[config.mk]
export PLATFORM = sky130hd
export DESIGN_NAME = sfp_ctrl
export DESIGN_NICKNAME = d
export VERILOG_FILES = /design/src/rtl/sfp_pkg.sv /design/src/rtl/sfp_ctrl.sv
export SDC_FILE = /design/constraint.sdc
export NUM_CORES = 1
export LEC_CHECK = 0
export BUFFER_PORTS_ARGS = -buffer_cell sky130_fd_sc_hd__buf_4
export CORE_AREA = 3 3 40 42
export CTS_CLUSTER_DIAMETER = 30
export DETAILED_ROUTE_END_ITERATION = 7
export DIE_AREA = 0 0 43 45
export GPL_ROUTABILITY_DRIVEN = 1
export HOLD_SLACK_MARGIN = 0.1
export RECOVER_POWER = 100
export SYNTH_ARGS = -nofsm -noshare
export SYNTH_HDL_FRONTEND = slang
export SYNTH_SLANG_ARGS = --single-unit
[constraint.sdc]
create_clock -name clk_i -period 1.9 [get_ports clk_i]
set_input_delay 0.095 -clock clk_i [delete_from_list [all_inputs] [get_ports clk_i]]
set_output_delay 0.095 -clock clk_i [all_outputs]
set_load 0.01 [all_outputs]
[src/rtl/sfp_pkg.sv]
// ----------------------------------------------------------------------------
// sfp_pkg: shelf placement shared definitions
// Widths, table depth, status and register codes, and the command/status
// bundles between the controller and the datapath.
// ----------------------------------------------------------------------------
package sfp_pkg;

  // Shelf table depth and derived index/count widths
  localparam int unsigned MAX_SHELVES = 256;
  localparam int unsigned SHELF_IDX_W = $clog2(MAX_SHELVES);
  localparam int unsigned SHELF_CNT_W = $clog2(MAX_SHELVES + 1);
  localparam logic [SHELF_CNT_W-1:0] COUNT_FULL = SHELF_CNT_W'(MAX_SHELVES);

  // Field widths
  localparam int unsigned SIZE_W   = 16;
  localparam int unsigned HEIGHT_W = 24;
  localparam int unsigned STATUS_W = 2;

  // Configuration port
  localparam int unsigned CFG_IDX_W  = 1;
  localparam int unsigned CFG_DATA_W = 16;
  localparam logic [CFG_IDX_W-1:0] CFG_STRIP_WIDTH = 1'b0;
  localparam logic [CFG_IDX_W-1:0] CFG_FIT_MODE    = 1'b1;

  localparam logic [SIZE_W-1:0] STRIP_WIDTH_RST = 16'd1024;
  localparam logic              FIT_BEST        = 1'b0;
  localparam logic              FIT_NEXT        = 1'b1;

  // Result status codes
  localparam logic [STATUS_W-1:0] STATUS_PLACED = 2'd0;
  localparam logic [STATUS_W-1:0] STATUS_WIDE   = 2'd1;
  localparam logic [STATUS_W-1:0] STATUS_FULL   = 2'd2;

  // Controller -> datapath
  typedef struct packed {
    logic start;   // latch a new rectangle, set up the scan
    logic issue;   // read one shelf entry
    logic commit;  // place, update table, load result
  } cmd_t;

  // Datapath -> controller
  typedef struct packed {
    logic too_wide;
    logic scan_empty;
    logic scan_last;
    logic out_free;
  } sts_t;

endpackage

[src/rtl/sfp_ctrl.sv]
// ----------------------------------------------------------------------------
// sfp_ctrl: shelf placement controller
// Sequences one rectangle: accept, width and empty-table check, shelf scan,
// drain of the last read, then commit into the result register.
// ----------------------------------------------------------------------------
module sfp_ctrl (
  input  logic          clk_i,
  input  logic          rst_ni,
  input  logic          in_valid_i,
  output logic          in_ready_o,
  input  sfp_pkg::sts_t sts_i,
  output sfp_pkg::cmd_t cmd_o
);

  typedef enum logic [4:0] {
    ST_IDLE   = 5'b00001,
    ST_CHECK  = 5'b00010,
    ST_SCAN   = 5'b00100,
    ST_DRAIN  = 5'b01000,
    ST_DECIDE = 5'b10000
  } state_e;

  state_e state_q, state_d;

  assign in_ready_o = (state_q == ST_IDLE);

  // Next state and commands
  always_comb begin
    state_d      = state_q;
    cmd_o.start  = 1'b0;
    cmd_o.issue  = 1'b0;
    cmd_o.commit = 1'b0;
    unique case (state_q)
      ST_IDLE: begin
        if (in_valid_i) begin
          cmd_o.start = 1'b1;
          state_d     = ST_CHECK;
        end
      end
      ST_CHECK: begin
        if (sts_i.too_wide || sts_i.scan_empty) begin
          state_d = ST_DECIDE;
        end else begin
          state_d = ST_SCAN;
        end
      end
      ST_SCAN: begin
        cmd_o.issue = 1'b1;
        if (sts_i.scan_last) begin
          state_d = ST_DRAIN;
        end
      end
      ST_DRAIN: begin
        state_d = ST_DECIDE;
      end
      ST_DECIDE: begin
        if (sts_i.out_free) begin
          cmd_o.commit = 1'b1;
          state_d      = ST_IDLE;
        end
      end
      default: begin
        state_d = ST_IDLE;
      end
    endcase
  end

  always_ff @(posedge clk_i or negedge rst_ni) begin
    if (!rst_ni) begin
      state_q <= ST_IDLE;
    end else begin
      state_q <= state_d;
    end
  end

`ifndef ASSERT_OFF
  // Never overwrite a result that has not been taken
  assert property (@(posedge clk_i) disable iff (!rst_ni)
    cmd_o.commit |-> sts_i.out_free)
    else $error("sfp_ctrl: commit while result register busy");
`endif

endmodule

==> metrics.txt <==
status=completed; final period demand of the worst path=1.72 ns; cell family with most CP delay=buffers and inverters; R2R Path End=state_q[2]$_DFFE_PN0P_; Final setup viols=0; clock tree sinks=5; share of the synthesized area in the top cell type=34.3%; LEAKAGE=0.192 nW; slowest CP cell=dlygate4sd3_1; Max clock buf depth=2; Via Count=267; cts bufs inserted=3; CTS tree=built; Area contributors post-synth=dfrtp_1 34%, dfstp_2 9.0%, and2_1 6.4%; Slew Limit Fails=0; WP data required=2.07 ns; Critical Path Start=state_q[4]$_DFFE_PN0P_; placed cells=54; max FFs per register=5; Overall Global Routing Usage=7.94%; antenna-violating nets left=0; part of the Yosys area used for sequential elements=43.3%; Setup CP Type=reg -> reg; grt ovf=0; worst vdd ir=0.000460 V; Post-synth EDFFs=0; post-DP HPWL=453 um; share of layout cells above drive strength 1=27.7%; clock transition at the registers of the reported paths=0.04 ns; Util after Layout=33.6%; initial DRC count=0; reg2reg path depth=4; HP Class=in -> reg; hold depth=3; Worst R2R Start=state_q[4]$_DFFE_PN0P_; clock root cell=clkbuf_4; P&R area growth vs syn=48.1%; Sum Neg Setup Slack=0 ns; Vias per Instance=4.31; Die Width=43 um; DR WL/cell=9.76 um; Clock Latency Late Sink=0.23 ns; Top reg by flops=state_q; floorplan core area=1280 um2; normalized max-slew margin=82.7%; initial antenna violation count=0; worst-path fanout max=7; Critical Path, Cell by Cell=nor3_1 > nand3b_1 > o32ai_1 > dlygate4sd3_1; Chip Height=45 um; async set-reset flop share out of synthesis=100%; biggest regs=state_q x5; unique cell type count in the Yosys netlist=20; cell taking the most area after synthesis=dfrtp_1; synthesized area=292 um2; count leader, synth=dfrtp_1; number of detailed-route iterations in the first pass=1; most instantiated cells after synthesis=4 x dfrtp_1, 3 x and2_1, 3 x nor2_1; RSZ-0062 raised after global routing=no; Residual DRC=0; Worst R2R Setup Slack=0.18 ns; WP depth=4; GP Congestion=0.679; Slew @ Worst Pin=0.258 ns; power density cells=1130 nW/um2; initial cell density of the core=22.7%; Final Non-Filler Cells=62; WL final=605 um; dpl cell area=385 um2; syn nets=36; Ys Warns=0; cell count after synthesis=29; # IOs=11; worst hold slack=0.148 ns; ant diodes=0; max-cap viol count=0; Max Fclk=582 MHz; Bufs and invs on worst path=1; vias in the first global route=292; slowest stage delay, CP=0.57 ns; clock skew=0.00122 ns; H-tree levels=1; global-route wire length before repair=1100 um; post-CTS setup buffers=0; Final Hold Viols=0; Final Cycle Share=90.5%; NumNets Final=55; CP Capture Type=flip-flop; CP Launch Type=flip-flop; IO buf count=10; post-route design area=432 um2; Site Rows=13; Worst EP arrival=1.89 ns; syn avg cell area=10.1 um2; post-synthesis register bit count=5; largest net degree at the start of global routing=8; die area=1940 um2; Synth Flop Type=dfrtp_1; Post-CTS Resized=0; Worst Setup EP=state_q[2]$_DFFE_PN0P_
==> per-stage QoR <==
stage | power (W) | setup WS (ns)
final | 0.000489 | 0.180
after global routing | 0.000529 | 0.0516
after CTS | 0.000524 | 0.182
after detailed placement | 0.000394 | 0.625
after global placement | 0.000391 | 0.660
after floorplan | 0.000314 | 0.708
==> logic make-up (layout without fill, tap and decap cells) <==
group	count (synthesis)	after routing	synth area share, %
xor+xnor	1	1	3.00
compound gates	6	6	16.3
simple gates	16	16	36.1
buf+inv	1	19	1.29
flops	5	5	43.4
==> report_power, final <==
group,total (W),switching [W],leakage (nW),internal [W]
clock network,0.000116,0.0000372,0.0150,0.0000790
logic,0.000195,0.0000947,0.111,0.000100
registers,0.000178,0.0000335,0.0652,0.000145
total,0.000489,0.000165,0.192,0.000324
==> worst reg2reg max path, cell delays in order, from the launching register on <==
cell           delay [ns]
dfrtp_1              0.42
nor3_1               0.29
nand3b_1             0.15
o32ai_1              0.23
dlygate4sd3_1        0.57
==> layout by cell type (no fill, tap or decap) <==
cell / netlist / routed
a21boi_0: 1 / 1
and2_0: 0 / 3
and2b_2: 1 / 1
and3b_1: 1 / 1
and4b_2: 1 / 1
buf_4: 0 / 6
clkbuf_1: 0 / 5
clkbuf_4: 0 / 3
dfrtp_1: 4 / 4
dfstp_2: 1 / 1
dlygate4sd3_1: 0 / 4
inv_1: 1 / 1
nand2b_1: 1 / 1
nand3_1: 1 / 1
nand3b_1: 1 / 1
nor2_1: 3 / 3
nor3_1: 2 / 2
nor3b_1: 1 / 1
o211ai_1: 0 / 1
o21ai_0: 2 / 2
o21ai_2: 1 / 1
o32ai_1: 1 / 1
or4b_1: 1 / 1
xnor2_1: 1 / 1
==> per-layer routing <==
layer  global-route usage, %  wire length [um]  up-vias
li1                        -                 -      142
met1                    9.27               290      116
met2                    12.6               291        7
met3                    1.20                16        2
met4                    7.23                 6        0
met5                       0                 0        -
==> worst min path at each step <==
stage          startpoint                endpoint  slack (ns)
2_1_floorplan      rst_ni  state_q[1]$_DFFE_PN0P_       -0.20
3_3_place_gp       rst_ni  state_q[1]$_DFFE_PN0P_       -0.10
3_5_place_dp       rst_ni  state_q[1]$_DFFE_PN0P_       -0.10
4_1_cts          sts_i[3]  state_q[4]$_DFFE_PN0P_        0.15
5_1_grt          sts_i[3]  state_q[4]$_DFFE_PN0P_        0.16
6_report         sts_i[3]  state_q[4]$_DFFE_PN0P_        0.15
==> what timing repair did <==
item	in CTS	in global routing
hold buffers	4	0
setup endpoints to repair	0	0
hold endpoints to repair	8	0
==> area by class of cell <==
cell class | instances | area, um2
Timing Repair Buffer | 14 | 100
Tap cell | 15 | 18.8
Sequential cell | 5 | 126
Inverter | 1 | 3.75
Fill cell | 148 | 853
Clock buffer | 4 | 26.3
Multi-Input combinational cell | 23 | 156
(Power assumes the default switching activity.)
